--- src/hdl/pth_pkg.sv ---
// ----------------------------------------------------------------------------
// pth_pkg
// Shared types, widths and reset constants of the pan/tilt head tracker.
// ----------------------------------------------------------------------------
package pth_pkg;

	// payload widths
	localparam int POS_W  = 16;
	localparam int GAIN_W = 16;
	localparam int MAG_W  = 16;
	localparam int IDX_W  = 3;

	// multiplier and track term widths
	localparam int M_W      = MAG_W + GAIN_W;
	localparam int PROD_W   = 2 * M_W;
	localparam int SQ_SHIFT = 39;
	localparam int TERM_W   = PROD_W - SQ_SHIFT;
	localparam int ACC_W    = TERM_W + 3;

	// home pose defaults, 1/128 degree
	localparam logic signed [POS_W-1:0] PAN_REST_DEF  = 16'sd0;
	localparam logic signed [POS_W-1:0] TILT_REST_DEF = 16'sd1280;

	// register reset values
	localparam logic [GAIN_W-1:0]       P_GAIN_RST     = 16'd6554;
	localparam logic [GAIN_W-1:0]       D_GAIN_RST     = 16'd14418;
	localparam logic signed [POS_W-1:0] PAN_UPPER_RST  = 16'sd8960;
	localparam logic signed [POS_W-1:0] PAN_LOWER_RST  = -16'sd8960;
	localparam logic signed [POS_W-1:0] TILT_UPPER_RST = 16'sd5120;
	localparam logic signed [POS_W-1:0] TILT_LOWER_RST = -16'sd3200;

	// command codes
	typedef enum logic [1:0] {
		KIND_TRACK,
		KIND_MOVE,
		KIND_OFFSET,
		KIND_INIT
	} kind_t;

	// register map
	typedef enum logic [IDX_W-1:0] {
		REG_PAN_P_GAIN,
		REG_PAN_D_GAIN,
		REG_TILT_P_GAIN,
		REG_TILT_D_GAIN,
		REG_PAN_UPPER,
		REG_PAN_LOWER,
		REG_TILT_UPPER,
		REG_TILT_LOWER
	} reg_idx_t;

	// per-axis settings handed to a lane
	typedef struct packed {
		logic [GAIN_W-1:0]       p_gain;
		logic [GAIN_W-1:0]       d_gain;
		logic signed [POS_W-1:0] upper;
		logic signed [POS_W-1:0] lower;
	} axis_cfg_t;

	// lane status toward the merge stage
	typedef struct packed {
		logic                    done;
		logic signed [POS_W-1:0] pos;
	} lane_status_t;

endpackage

--- src/hdl/pth_merge.sv ---
// ----------------------------------------------------------------------------
// pth_merge
// Joins the two lane results into one output word and paces the command
// side: one command in flight, result held in an output register.
// ----------------------------------------------------------------------------
module pth_merge import pth_pkg::*; (
	input  logic                    clk,
	input  logic                    arst_n,
	input  logic                    in_accept,
	output logic                    in_ready,
	input  lane_status_t            pan_st,
	input  lane_status_t            tilt_st,
	output logic                    out_valid,
	input  logic                    out_ready,
	output logic signed [POS_W-1:0] pan_out,
	output logic signed [POS_W-1:0] tilt_out
);

	logic                    busy_q;
	logic                    got_pan_q;
	logic                    got_tilt_q;
	logic                    out_valid_q;
	logic signed [POS_W-1:0] pan_q;
	logic signed [POS_W-1:0] tilt_q;

	logic got_pan;
	logic got_tilt;
	logic load;

	// both lanes finished and the output register is free
	assign got_pan  = got_pan_q | pan_st.done;
	assign got_tilt = got_tilt_q | tilt_st.done;
	assign load     = got_pan & got_tilt & (!out_valid_q | out_ready);

	always_ff @(posedge clk or negedge arst_n) begin
		if (!arst_n) begin
			busy_q      <= 1'b0;
			got_pan_q   <= 1'b0;
			got_tilt_q  <= 1'b0;
			out_valid_q <= 1'b0;
		end else begin
			if (load) begin
				pan_q       <= pan_st.pos;
				tilt_q      <= tilt_st.pos;
				out_valid_q <= 1'b1;
				got_pan_q   <= 1'b0;
				got_tilt_q  <= 1'b0;
				busy_q      <= 1'b0;
			end else begin
				got_pan_q  <= got_pan;
				got_tilt_q <= got_tilt;
				if (out_ready) begin
					out_valid_q <= 1'b0;
				end
				if (in_accept) begin
					busy_q <= 1'b1;
				end
			end
		end
	end

	assign in_ready  = !busy_q;
	assign out_valid = out_valid_q;
	assign pan_out   = pan_q;
	assign tilt_out  = tilt_q;

endmodule

--- config.mk ---
export PLATFORM = sky130hd
export DESIGN_NAME = pth_merge
export DESIGN_NICKNAME = d
export VERILOG_FILES = /design/src/hdl/pth_pkg.sv /design/src/hdl/pth_merge.sv
export SDC_FILE = /design/constraint.sdc
export NUM_CORES = 1
export LEC_CHECK = 0
export BUFFER_PORTS_ARGS = -buffer_cell sky130_fd_sc_hd__buf_4
export CAP_MARGIN = 20
export CORE_ASPECT_RATIO = 2
export CORE_UTILIZATION = 43
export CTS_CLUSTER_SIZE = 20
export DETAILED_ROUTE_END_ITERATION = 16
export PLACE_DENSITY = 0.84
export SLEW_MARGIN = 20
export SYNTH_ARGS = -nofsm -noshare
export SYNTH_HDL_FRONTEND = slang
export SYNTH_SLANG_ARGS = --single-unit
--- constraint.sdc ---
create_clock -name clk -period 4.2 [get_ports clk]
set_clock_uncertainty 0.1 [all_clocks]
set_input_delay 0.42 -clock clk [delete_from_list [all_inputs] [get_ports clk]]
set_output_delay 0.42 -clock clk [all_outputs]
set_load 0.03 [all_outputs]
### Word level (Yosys, flattened, before mapping)

Cells that the tools add are included.

| operators by class | value |
|---|---|
| muxes and demuxes | 6 |
| bitwise operators | 5 |
| reduce and logical (&&, ||, !) cells | 5 |

Operators with widths:

| kind | count |
|---|---|
| $mux W1 | 6 |
| $reduce_bool A2 Y1 | 2 |
| $or A1 B1 Y1 | 3 |
| $and A1 B1 Y1 | 2 |
| $logic_not A1 Y1 | 2 |
| $reduce_and A2 Y1 | 1 |

| storage, ports and cells | value |
|---|---|
| register bits after elaboration | 36 |
| input port bits | 38 |
| output and inout bits | 34 |
| logic and storage cells | 22 |

### Longest topological paths before layout

| logic depth | value |
|---|---|
| depth in word-level cells | 4 |
| gate-level depth with buffers | 2 |

### Least setup slack after synthesis

Ideal clock, no wire load.

| path | value |
|---|---|
| kind | reg2reg |
| start point | reg out_valid_q (netlist: out_valid) |
| end point | reg pan_q[0] (netlist: pan_out[0]), enable pin |
| setup time | 0.392 ns |
| arrival time | 1.505 ns |
| required time | 3.708 ns |
| slack | 2.203 ns |
| cell stages (with the launch flop) | 3 |
| buffers on the path | 0 |
| path through | dfrtp_1 -> nand2b_1 -> and3_1 |

| between the ends | value |
|---|---|
| word-level cells in the longest chain between the ends | 4 |

Ends and longest elaborated chain:

| element | RTL line | RTL |
|---|---|---|
| from (decl) | pth_merge.sv:22 | `logic out_valid_q;` |
| from (signal assigned) | pth_merge.sv:40 | `out_valid_q <= 1'b0;` |
| from (signal assigned) | pth_merge.sv:45 | `out_valid_q <= 1'b1;` |
| from (signal assigned) | pth_merge.sv:53 | `out_valid_q <= 1'b0;` |
| $logic_not A1 Y1 | pth_merge.sv:33 | `assign load = got_pan & got_tilt & (!out_valid_q \| out_ready);` |
| $or A1 B1 Y1 | pth_merge.sv:33 |  |
| $and A1 B1 Y1 | pth_merge.sv:33 |  |
| $reduce_and A2 Y1 (no source line) | n/a |  |
| to (signal assigned) | pth_merge.sv:43 | `pan_q <= pan_st.pos;` |
| to (decl) | pth_merge.sv:23 | `logic signed [POS_W-1:0] pan_q;` |

No other way between the ends.
A chain may end at the register's enable or synchronous reset.

### Worst setup path in the final report

| path | value |
|---|---|
| start point | in arst_n |
| end point | reg tilt_q[4] (netlist: tilt_out[4]), enable pin |

| between the ends | value |
|---|---|
| word-level cells in the longest chain between the ends | 1 |

Ends and longest elaborated chain:

| element | RTL line | RTL |
|---|---|---|
| from (decl) | pth_merge.sv:8 | `input logic arst_n,` |
| $reduce_and A2 Y1 (no source line) | n/a |  |
| to (signal assigned) | pth_merge.sv:44 | `tilt_q <= tilt_st.pos;` |
| to (decl) | pth_merge.sv:24 | `logic signed [POS_W-1:0] tilt_q;` |

No other way between the ends.

==> results.toml <==
[sta]
period_needed_ns = 2.112
rsz_0062_raised_after_global_routing = "false"
maxClockFrequency_mhz = 473.5
slew_headroom = 0.6114
final-hold-violation-count = 0
finalSetupViolCount = 0
worst-slew-pin-transition_ns = 0.5828
setup_slack_ns = 2.088
finalMaxSlewViolations = 0
tns_ns = 0
final.period_utilization = 0.5029

[clocking]
clock_network_latency_to_the_later_pin_of_the_worst_skew_pair_ns = 0.29
cts.clk_slew.worst_paths_ns = 0.07
cts_buf_count = 5
tritoncts = "done"
htreeDepth = 2
post-cts-setup-buffers = 0
clockRootBuffer = "clkbuf_8"
cts.path.max_buffers = 2
clkSinkCount = 36

[layout]
final_nets = 165
multi_input_comb_area_sq_um = 53.80
layout.area.seq_sq_um = 1061
n_antenna_cell = 0
final.fill_count = 141
drive_above_1_share = 0.6328
area_growth_from_synthesis_to_layout_pct = 62.19

[worst_setup_path]
crit_path_end_kind = "register"
cp_cell_sequence = "dlygate4sd3_1 -> buf_4 -> and3_1 -> buf_4"
path_class = "input pin to register"
crit_path_frequent_cell = "buf_4"
worst_setup_path_start_kind = "input pin"
critPathMaxFanout = 19
critical-path-max-stage-delay_ns = 0.53
setup.reg_to_reg.worst_slack_ns = 2.28
worstPathRequired_ns = 4.07
crit_buf_inv = 3
critical_path.slowest_cell = "dlygate4sd3_1"
cp-startpoint = "arst_n"
worst_reg2reg_startpoint = "out_valid"
worstPathArrival_ns = 1.99
worst_path_dominant_cell_family = "buffers and inverters"

[floorplanning]
fp.dieH_microns = 74.13
row_count = 25
start_util = 0.4644
die_width_microns = 38.07
io-pin-count = 72
floorplan.die_area_sq_um = 2822
floorplan.core_area_sq_um = 2409

[detailed_routing]
detailroute.via_count = 745
route.detailed.wl_per_inst_microns = 15.16
first_pass_iters = 4
drt_first_iter_violations = 11
postRouteWirelength_microns = 2350
routed_via_density = 4.806
drc = 0
ant_nets = 0

[worst_hold_path]
hold_path.startpoint = "pan_st[4]"
hold_path_class = "input pin to register"

[synth]
synthesis.area_per_instance_sq_um = 23.80
ys_ff_latch = 36
synth_top_cell_area_share = 0.8591
netlist_instances = 47
netlist.top_cell.by_area = "edfxtp_1"
synth_seq_area_share = 0.9485
yosys-top-cells-area = "edfxtp_1 86%, dfrtp_1 8.9%, a21oi_1 1.3%, nor2_1 1.0%, o22a_2 0.89%"
syn_nets = 85
synth.yosys.warnings = 0
synth_area_sq_um = 1119
synth.distinct_cells = 9

[job]
number_of_maximum_capacitance_violations = 0

[pwr]
power.switching_uw = 238.4
clkPwrFrac = 0.320
comb_power_share = 0.190
power.switching_fraction = 0.2594
power_density_nw_per_um2 = 506.5
sequentialPowerShare = 0.490
leakage_uw = 0.0007738
max-vdd-ir-drop_v = 0.0003617
internal_power_contribution_uw = 680.4

[place]
gp_congestion = 0.7871
pre_cts_slack_ns = 2.187
portBuffers = 71

[grt]
global_route.usage.total = 0.1820
grt_pass1_vias = 760
grt_pass1_wl_microns = 3312
pin_count_of_the_biggest_net_entering_global_routing = 20
number_of_antenna_violations_at_the_first_check_in_global_routing = 0
grt.overflow.total = 0

[outcome]
status = "finished clean"
state kept, by name, indices dropped and copies added (netlist names):
register and cells:
got_tilt_q 1, pan_out 16, tilt_out 16, out_valid 1, busy_q 1, got_pan_q 1
layout make-up:
cell class              instances  area share
flip-flops and latches         36      0.5848
multi-input cells              10     0.02966
inverters                       1    0.002069
clock buffers                   5     0.03793
repair buffers                 73      0.3034
clock inverters                 3     0.02345
well taps                      27     0.01862
cells in the final DEF (no fill, tap or decap), drive strengths merged:
cell	count
buf	72
edfxtp	32
clkbuf	5
dfrtp	4
nor2	3
a21oi	3
nand2b	1
o22a	1
and3	1
inv	1
o21ai	1
bufinv	1
clkinvlp	1
clkinv	1
dlygate4sd3	1
metal layers:
metal | wire [microns] | GRT usage
met4 | 71 | 0.1389
met3 | 205 | 0.06866
met1 | 665 | 0.1478
met2 | 1407 | 0.3202
met5 | 0 | 0
worst reg2reg max path, cell delays in order (launching register included):
cell,delay (ns)
dfrtp_1,0.40
nand2b_1,0.16
and3_1,0.56
buf_4,0.37
power by group through the flow:
stage                     combinational [uW]  sequential (uW)  clock (uW)
after global routing                     182              453         317
after CTS                                175              451         300
final                                    174              451         294
after floorplan                         32.3              515           0
after global placement                   168              456           0
after detailed placement                 174              458           0
stage by stage:
step / hold WS [ns] / total power [uW] / util / cells / area [sq um]
6_report: 0.1992 / 918.8 / 0.7532 / 155 / 1814
5_1_grt: 0.1833 / 952.6 / 0.7532 / 155 / 1814
4_1_cts: 0.1922 / 926.6 / 0.7532 / 155 / 1814
3_5_place_dp: 0.1210 / 632.4 / 0.7029 / 146 / 1693
3_3_place_gp: 0.1164 / 624.3 / 0.7029 / 146 / 1693
2_1_floorplan: 0.02441 / 546.9 / - / 47 / 1119
cell families (layout without fill, tap and decap cells):
kind of cell | after synthesis | in the layout | synth area share
buf+inv | 1 | 82 | 0.003352
flops | 36 | 36 | 0.9485
compound gates | 5 | 5 | 0.02684
simple gates | 5 | 5 | 0.02126
what timing repair did:
| action | in CTS | in global routing |
|---|---|---|
| resized for setup | 0 | 0 |
| hold buffers | 1 | 0 |
| endpoints found under the hold margin | 4 | 0 |
Yosys cell counts:
library cell and instances:
nand2b_1 1, a21oi_1 3, and3_1 1, o21ai_0 1
dfrtp_1 4, inv_1 1, o22a_2 1, edfxtp_1 32
nor2_1 3
final timing paths:
path                                to  depth (start not counted)
max                        tilt_out[4]                          4
min                         pan_out[4]                          1
max reg2reg                tilt_out[4]                          3
min reg2reg                     busy_q                          2
max in group asynchronous    got_pan_q                          2
min in group asynchronous    out_valid                          2
Power figures use the tool's default switching activity.
